[src/mexp_pkg.sv]
package mexp_pkg;

  localparam int BASE_W = 30;
  localparam int EXP_W  = 63;
  localparam int RES_W  = 30;

  localparam logic [RES_W-1:0] MODULUS = 30'd1000000007;

  // Barrett reduction constant: floor(2^60 / MODULUS), which fits in 31 bits.
  localparam logic [63:0] BARRETT_MU_FULL = 64'h1000_0000_0000_0000 / 64'(MODULUS);
  localparam int          MU_W            = 31;
  localparam logic [MU_W-1:0] BARRETT_MU  = BARRETT_MU_FULL[MU_W-1:0];

  // Destination of a modular product.
  localparam logic TAG_ACC = 1'b0;
  localparam logic TAG_SQR = 1'b1;

  typedef struct packed {
    logic load;
    logic issue_mul;
    logic issue_sqr;
    logic out_load;
  } cmd_t;

  typedef struct packed {
    logic exp_zero;
    logic exp_lsb;
    logic sqr_done;
    logic out_free;
  } status_t;

endpackage

[src/mexp_if.sv]
interface mexp_in_if;
  import mexp_pkg::*;

  logic               valid;
  logic               ready;
  logic [BASE_W-1:0]  base_value;
  logic [EXP_W-1:0]   exponent_value;

  modport source (output valid, output base_value, output exponent_value, input ready);
  modport sink   (input valid, input base_value, input exponent_value, output ready);
endinterface

interface mexp_out_if;
  import mexp_pkg::*;

  logic              valid;
  logic              ready;
  logic [RES_W-1:0]  power_result;

  modport source (output valid, output power_result, input ready);
  modport sink   (input valid, input power_result, output ready);
endinterface

[src/mexp_modmul.sv]
module mexp_modmul (
  input  logic                      clk,
  input  logic                      rst_n,
  input  logic                      op_valid,
  input  logic                      op_tag,
  input  logic [mexp_pkg::RES_W-1:0] op_a,
  input  logic [mexp_pkg::RES_W-1:0] op_b,
  output logic                      res_valid,
  output logic                      res_tag,
  output logic [mexp_pkg::RES_W-1:0] res_value
);
  import mexp_pkg::*;

  localparam int PROD_W = 2 * RES_W;
  localparam int Q_W    = MU_W;
  localparam int QM_W   = Q_W + MU_W;
  localparam int LOW_W  = RES_W + 2;

  logic [3:0]            valid_r;
  logic [3:0]            tag_r;

  logic [PROD_W-1:0]     prod_r;
  logic [QM_W-1:0]       qm_r;
  logic [LOW_W-1:0]      plo2_r;
  logic [LOW_W-1:0]      plo3_r;
  logic [LOW_W-1:0]      qp_r;
  logic [RES_W-1:0]      res_r;

  logic [Q_W-1:0]        q1;
  logic [Q_W-1:0]        q3;
  logic [Q_W+RES_W-1:0]  qp_full;
  logic [LOW_W-1:0]      rem;
  logic [LOW_W-1:0]      rem_m1;
  logic [LOW_W-1:0]      rem_m2;
  logic [LOW_W-1:0]      mod_1x;
  logic [LOW_W-1:0]      mod_2x;
  logic [RES_W-1:0]      res_nxt;

  assign q1      = prod_r[PROD_W-1:RES_W-1];
  assign q3      = qm_r[QM_W-1:RES_W+1];
  assign qp_full = q3 * MODULUS;

  // The quotient estimate is at most two below the true one, so the
  // remainder stays below 3 * MODULUS and fits in the low word.
  assign mod_1x = LOW_W'(MODULUS);
  assign mod_2x = {1'b0, MODULUS, 1'b0};
  assign rem    = plo3_r - qp_r;
  assign rem_m1 = rem - mod_1x;
  assign rem_m2 = rem - mod_2x;

  always_comb begin
    if (rem >= mod_2x) begin
      res_nxt = rem_m2[RES_W-1:0];
    end else if (rem >= mod_1x) begin
      res_nxt = rem_m1[RES_W-1:0];
    end else begin
      res_nxt = rem[RES_W-1:0];
    end
  end

  always_ff @(posedge clk) begin
    if (!rst_n) begin
      valid_r <= '0;
    end else begin
      valid_r <= {valid_r[2:0], op_valid};
    end
  end

  always_ff @(posedge clk) begin
    tag_r  <= {tag_r[2:0], op_tag};
    prod_r <= op_a * op_b;
    qm_r   <= q1 * BARRETT_MU;
    plo2_r <= prod_r[LOW_W-1:0];
    plo3_r <= plo2_r;
    qp_r   <= qp_full[LOW_W-1:0];
    res_r  <= res_nxt;
  end

  assign res_valid = valid_r[3];
  assign res_tag   = tag_r[3];
  assign res_value = res_r;

endmodule

[src/mexp_ctrl.sv]
module mexp_ctrl (
  input  logic              clk,
  input  logic              rst_n,
  input  logic              in_valid,
  output logic              in_ready,
  input  mexp_pkg::status_t status,
  output mexp_pkg::cmd_t    cmd
);
  import mexp_pkg::*;

  localparam logic [2:0] ST_IDLE = 3'd0;
  localparam logic [2:0] ST_BIT  = 3'd1;
  localparam logic [2:0] ST_SQR  = 3'd2;
  localparam logic [2:0] ST_WAIT = 3'd3;
  localparam logic [2:0] ST_DONE = 3'd4;

  logic [2:0] state_r;
  logic [2:0] state_nxt;

  always_comb begin
    state_nxt = state_r;
    cmd       = '0;
    in_ready  = 1'b0;
    unique case (state_r)
      ST_IDLE: begin
        in_ready = 1'b1;
        if (in_valid) begin
          cmd.load  = 1'b1;
          state_nxt = ST_BIT;
        end
      end
      ST_BIT: begin
        if (status.exp_zero) begin
          state_nxt = ST_DONE;
        end else begin
          cmd.issue_mul = status.exp_lsb;
          state_nxt     = ST_SQR;
        end
      end
      ST_SQR: begin
        cmd.issue_sqr = 1'b1;
        state_nxt     = ST_WAIT;
      end
      ST_WAIT: begin
        // The square is issued in the cycle after the multiply and trails it through
        // the multiplier, so both writebacks are done once it lands.
        if (status.sqr_done) begin
          state_nxt = ST_BIT;
        end
      end
      ST_DONE: begin
        if (status.out_free) begin
          cmd.out_load = 1'b1;
          state_nxt    = ST_IDLE;
        end
      end
      default: begin
        state_nxt = ST_IDLE;
      end
    endcase
  end

  always_ff @(posedge clk) begin
    if (!rst_n) begin
      state_r <= ST_IDLE;
    end else begin
      state_r <= state_nxt;
    end
  end

endmodule

[src/mexp_datapath.sv]
module mexp_datapath (
  input  logic                       clk,
  input  logic                       rst_n,
  input  mexp_pkg::cmd_t             cmd,
  output mexp_pkg::status_t          status,
  input  logic [mexp_pkg::BASE_W-1:0] base_value,
  input  logic [mexp_pkg::EXP_W-1:0]  exponent_value,
  output logic                       out_valid,
  input  logic                       out_ready,
  output logic [mexp_pkg::RES_W-1:0]  power_result
);
  import mexp_pkg::*;

  logic [RES_W-1:0] sq_r;
  logic [RES_W-1:0] acc_r;
  logic [EXP_W-1:0] exp_r;
  logic [RES_W-1:0] out_result_r;
  logic             out_valid_r;
  logic             out_valid_nxt;

  logic [RES_W-1:0] base_reduced;
  logic [RES_W-1:0] op_a;
  logic             mm_op_valid;
  logic             mm_res_valid;
  logic             mm_res_tag;
  logic [RES_W-1:0] mm_res_value;

  // The base is below 2^30, which is less than twice the modulus.
  assign base_reduced = (base_value >= MODULUS) ? (base_value - MODULUS) : base_value;

  assign op_a        = cmd.issue_sqr ? sq_r : acc_r;
  assign mm_op_valid = cmd.issue_mul | cmd.issue_sqr;

  mexp_modmul u_modmul (
    .clk       (clk),
    .rst_n     (rst_n),
    .op_valid  (mm_op_valid),
    .op_tag    (cmd.issue_sqr ? TAG_SQR : TAG_ACC),
    .op_a      (op_a),
    .op_b      (sq_r),
    .res_valid (mm_res_valid),
    .res_tag   (mm_res_tag),
    .res_value (mm_res_value)
  );

  always_ff @(posedge clk) begin
    if (cmd.load) begin
      sq_r  <= base_reduced;
      acc_r <= RES_W'(1);
      exp_r <= exponent_value;
    end else begin
      if (cmd.issue_sqr) begin
        exp_r <= exp_r >> 1;
      end
      if (mm_res_valid && (mm_res_tag == TAG_SQR)) begin
        sq_r <= mm_res_value;
      end
      if (mm_res_valid && (mm_res_tag == TAG_ACC)) begin
        acc_r <= mm_res_value;
      end
    end
    if (cmd.out_load) begin
      out_result_r <= acc_r;
    end
  end

  always_comb begin
    out_valid_nxt = out_valid_r;
    if (cmd.out_load) begin
      out_valid_nxt = 1'b1;
    end else if (out_ready) begin
      out_valid_nxt = 1'b0;
    end
  end

  always_ff @(posedge clk) begin
    if (!rst_n) begin
      out_valid_r <= 1'b0;
    end else begin
      out_valid_r <= out_valid_nxt;
    end
  end

  assign status.exp_zero = (exp_r == '0);
  assign status.exp_lsb  = exp_r[0];
  assign status.sqr_done = mm_res_valid && (mm_res_tag == TAG_SQR);
  assign status.out_free = !out_valid_r || out_ready;

  assign out_valid    = out_valid_r;
  assign power_result = out_result_r;

endmodule

[src/modular_exponentiation_top.sv]
// The controller steps through the exponent bits, from the lowest up to the highest
// set bit (none for a zero exponent, up to 63); each bit waits for the square to
// pass through the four-stage Barrett modular multiplier. A new request is taken
// only once the result of the last one is loaded into the output register.
// A finished result waits in the output register while the next request runs.
// Reset is synchronous and active low; it clears control state only.
module modular_exponentiation_top (
  input logic        clk,
  input logic        rst_n,
  mexp_in_if.sink    in_chan,
  mexp_out_if.source out_chan
);
  import mexp_pkg::*;

  cmd_t    cmd;
  status_t status;
  logic    in_ready;

  assign in_chan.ready = in_ready;

  mexp_ctrl u_ctrl (
    .clk      (clk),
    .rst_n    (rst_n),
    .in_valid (in_chan.valid),
    .in_ready (in_ready),
    .status   (status),
    .cmd      (cmd)
  );

  mexp_datapath u_datapath (
    .clk            (clk),
    .rst_n          (rst_n),
    .cmd            (cmd),
    .status         (status),
    .base_value     (in_chan.base_value),
    .exponent_value (in_chan.exponent_value),
    .out_valid      (out_chan.valid),
    .out_ready      (out_chan.ready),
    .power_result   (out_chan.power_result)
  );

endmodule

[src/flat_wrapper.sv]
// flat-port wrapper written by rule: the top's interface ports become plain ports
module modular_exponentiation_top_flat import mexp_pkg::*;
  (clk, rst_n, in_chan_valid, in_chan_base_value, in_chan_exponent_value, in_chan_ready, out_chan_valid, out_chan_power_result, out_chan_ready);
  mexp_in_if in_chan_i ();
  mexp_out_if out_chan_i ();
  input logic clk;
  input logic rst_n;
  input wire logic [$bits(in_chan_i.valid)-1:0] in_chan_valid;
  input wire logic [$bits(in_chan_i.base_value)-1:0] in_chan_base_value;
  input wire logic [$bits(in_chan_i.exponent_value)-1:0] in_chan_exponent_value;
  output wire logic [$bits(in_chan_i.ready)-1:0] in_chan_ready;
  output wire logic [$bits(out_chan_i.valid)-1:0] out_chan_valid;
  output wire logic [$bits(out_chan_i.power_result)-1:0] out_chan_power_result;
  input wire logic [$bits(out_chan_i.ready)-1:0] out_chan_ready;
  assign in_chan_i.valid = in_chan_valid;
  assign in_chan_i.base_value = in_chan_base_value;
  assign in_chan_i.exponent_value = in_chan_exponent_value;
  assign in_chan_ready = in_chan_i.ready;
  assign out_chan_valid = out_chan_i.valid;
  assign out_chan_power_result = out_chan_i.power_result;
  assign out_chan_i.ready = out_chan_ready;
  modular_exponentiation_top u_core (.clk(clk), .rst_n(rst_n), .in_chan(in_chan_i), .out_chan(out_chan_i));
endmodule
[config.mk]
export PLATFORM = sky130hd
export DESIGN_NAME = modular_exponentiation_top_flat
export DESIGN_NICKNAME = d
export VERILOG_FILES = /design/src/mexp_pkg.sv /design/src/mexp_if.sv /design/src/mexp_modmul.sv /design/src/mexp_ctrl.sv /design/src/mexp_datapath.sv /design/src/modular_exponentiation_top.sv /design/src/flat_wrapper.sv
export SDC_FILE = /design/constraint.sdc
export NUM_CORES = 2
export LEC_CHECK = 0
export BUFFER_PORTS_ARGS = -buffer_cell sky130_fd_sc_hd__buf_4
export CAP_MARGIN = 20
export CORE_ASPECT_RATIO = 1.2
export CORE_UTILIZATION = 60
export CTS_CLUSTER_DIAMETER = 80
export DETAILED_ROUTE_END_ITERATION = 7
export GPL_TIMING_DRIVEN = 0
export HOLD_SLACK_MARGIN = 0.1
export PLACE_DENSITY = 0.74
export SYNTH_ARGS = -nofsm -noshare
export SYNTH_HDL_FRONTEND = slang
export SYNTH_SLANG_ARGS = --single-unit
export TNS_END_PERCENT = 30
[constraint.sdc]
create_clock -name clk -period 19.4 [get_ports clk]
set_input_delay 3.88 -clock clk [delete_from_list [all_inputs] [get_ports clk]]
set_output_delay 3.88 -clock clk [all_outputs]
set_load 0.02 [all_outputs]
==> run metrics <==
status=finished, final reports clean; Setup CP Type=flop to flop; setup TNS=0 ns; Post-CTS Setup Inserts=0; reg2reg start=u_core.u_ctrl.state_r[1]; clock input transition at the sequential cells of the worst setup and hold paths=0.06 ns; htree depth=2; Area Growth Syn to Fin=6.75%; initial antenna violation count=25; Crit. End Element=flop; detailed placement HPWL=170000 um; critical path required time=19.91 ns; gr usage total=38.9%; Synth top cells by count=1484 x inv_1, 1224 x fa_1, 797 x ha_1, 740 x nand2_1, 524 x and2_1; largest cells by area after synthesis=fa_1 38%, ha_1 16%, inv_1 8.7%; Slew headroom=13.7%; Post-synth EDFFs=123; Worst-Skew Late Latency=0.59 ns; main combinational cell family by area after synthesis=adder cells; Compound-Gate Fraction of Synth Area=6.19%; DR vias/cell=5.75; first-pass GRT wire length=306000 um; RSZ-0062 raised after global routing=false; final setup vio count=0; FFs w/ async S/R, synth=0%; synthesized area per cell=9.69 um^2; WL/cell=24.8 um; Hold Crit Class=flop to flop; Worst-Margin Slew=1.29 ns; share of cells above drive strength 1=4.09%; placement row count=130; Critical Path Source Type=flop; clock root buffer=clkbuf_16; Die X-Extent=300 um; fin crit period=12.23 ns; Synth Area in Adders=53.9%; TritonRoute pass-1 iters=6; slowest CP cell=clkbuf_1; fin nets=8892; drc violations=0; die height=360 um; CTS buffer count=41; routed via count=47200; io pins=129; clk sink count=382; Final ANT Viol Nets=0; pin count of the biggest net entering global routing=64; count of pins over their slew limit=0; GPL Wtd Cong=1.06; Clock Tree Buf Depth=3; GRT overflow=0; Data arrival, critical path=12.74 ns; FF+latch count, synth=382; count leader, synth=inv_1; Slowest Stage Delay on Critical Path=0.90 ns; post_cts resized=0; Final Skew=0.0496 ns; Syn. warnings=0; CP dominant cell by count=fa_1; Synth Area in Simple Gates=12.4%; post-synthesis sequential area ratio=13.9%; Max Cap Viol=0; fmax=81.8 MHz; Crit path max-delay family=adder cells; area leader, netlist=fa_1; CP Launch Point=u_core.u_ctrl.state_r[1]; core area=105000 um^2; CP Max Fanout=10; post-synthesis mux area share=0.576%; Tcrit/Tclk final=63.0%; Final Hold Viols=0; post-synth top area share=38.3%; Port Buffers=128; Syn Inst Count=6592; Initial Util=60.8%; Routed Wire Length=204000 um; Mapped Nets=8710; final instance area=68200 um^2; hold buffer count at cts=0; Synth Flop Type=dfxtp_1; CTS tree=built; Worst Hold Launch=u_core.u_datapath.u_modmul.plo2_r[3]; xor-xnor portion of the synthesized cell area=2.81%; Distinct cells, synth=83; die footprint=108000 um^2; vias in the first global route=50500; post-synth design cell area=63900 um^2; drt initial violations=4213; Area after DPL=66700 um^2; worst path bufs/invs=8
[cell usage in the layout, fill, tap and decap left out, types with 122 or more instances in the layout]
cell	n
ha_1	797
dfxtp_1	259
and2_1	524
o21ai_0	130
clkbuf_1	234
edfxtp_1	123
buf_4	131
nor2_1	122
inv_1	1484
nand2_1	740
a21oi_1	162
fa_1	1224
xnor2_1	150
[per-layer routing]
layer	share of wire [%]	track usage, %	up-vias
li1	-	-	20600
met1	38	49.8	23700
met2	45	60.5	2348
met3	10	9.75	604
met4	6.7	21.2	2
met5	0.0034	0	-
[worst reg2reg max path: cells and delay by family (launching register included)]
family | cells | cell delay [ns]
adders and majority gates | 9 | 4.25
AOI/OAI and AO/OA | 9 | 3.18
buffers and inverters | 8 | 3.05
and+or+nand+nor | 3 | 0.93
muxes | 1 | 0.33
DFF | 1 | 0.30
xor gates and xnor gates | 1 | 0.14
[sequential cells by signal, indices dropped and copies added (netlist names)]
| name | flops |
|---|---|
| u_core.u_datapath.exp_r | 63 |
| u_core.u_datapath.u_modmul.prod_r | 60 |
| u_core.u_datapath.u_modmul.plo2_r | 32 |
| u_core.u_datapath.u_modmul.plo3_r | 32 |
| u_core.u_datapath.u_modmul.qp_r | 32 |
| u_core.u_datapath.u_modmul.qm_r | 31 |
| u_core.u_datapath.acc_r | 30 |
| u_core.u_datapath.power_result | 30 |
| u_core.u_datapath.sq_r | 30 |
| u_core.u_datapath.u_modmul.res_value | 30 |
| u_core.u_datapath.u_modmul.tag_r | 4 |
| u_core.u_datapath.u_modmul.valid_r | 4 |
| u_core.u_ctrl.state_r | 3 |
| u_core.u_datapath.out_valid | 1 |
[final timing paths]
kind | slack [ns] | depth (start not counted) | to
min reg2reg | 0.32 | 0 | u_core.u_datapath.u_modmul.plo3_r[3]
max | 7.17 | 31 | u_core.u_datapath.u_modmul.prod_r[58]
min | 0.32 | 0 | u_core.u_datapath.u_modmul.plo3_r[3]
max reg2reg | 7.17 | 31 | u_core.u_datapath.u_modmul.prod_r[58]
[metrics by stage]
stage	std cells	setup WS [ns]	hold slack (ns)	util, %
after global routing	8192	6.76	0.323	64.9
after CTS	8187	7.38	0.318	64.8
after detailed placement	8113	7.45	0.312	63.5
final	8208	7.17	0.319	64.9
after global placement	8106	6.42	0.311	63.4
after floorplan	6592	10.10	0.310	-
[area by class of cell]
cell class / count / area, um^2
plain buffers: 242 / 935
inverters: 1484 / 5570
flip-flops and latches: 382 / 8880
clock buffers: 58 / 1230
diodes: 17 / 42.5
clock inverters: 16 / 186
repair buffers: 139 / 1110
fillers: 8817 / 36900
well taps: 1386 / 1730
multi-input cells: 4484 / 48500
[cell families after synthesis]
group,count (synthesis)
buffers and inverters,1726
AO/OA/AOI/OAI,603
multiplexers,33
AND/OR/NAND/NOR,1623
XOR/XNOR,204
flip-flops,382
adder cells (fa/ha/maj),2021
Power is not shown: default switching activity piles up to over one toggle a cycle in this logic, so the estimate is an artifact.
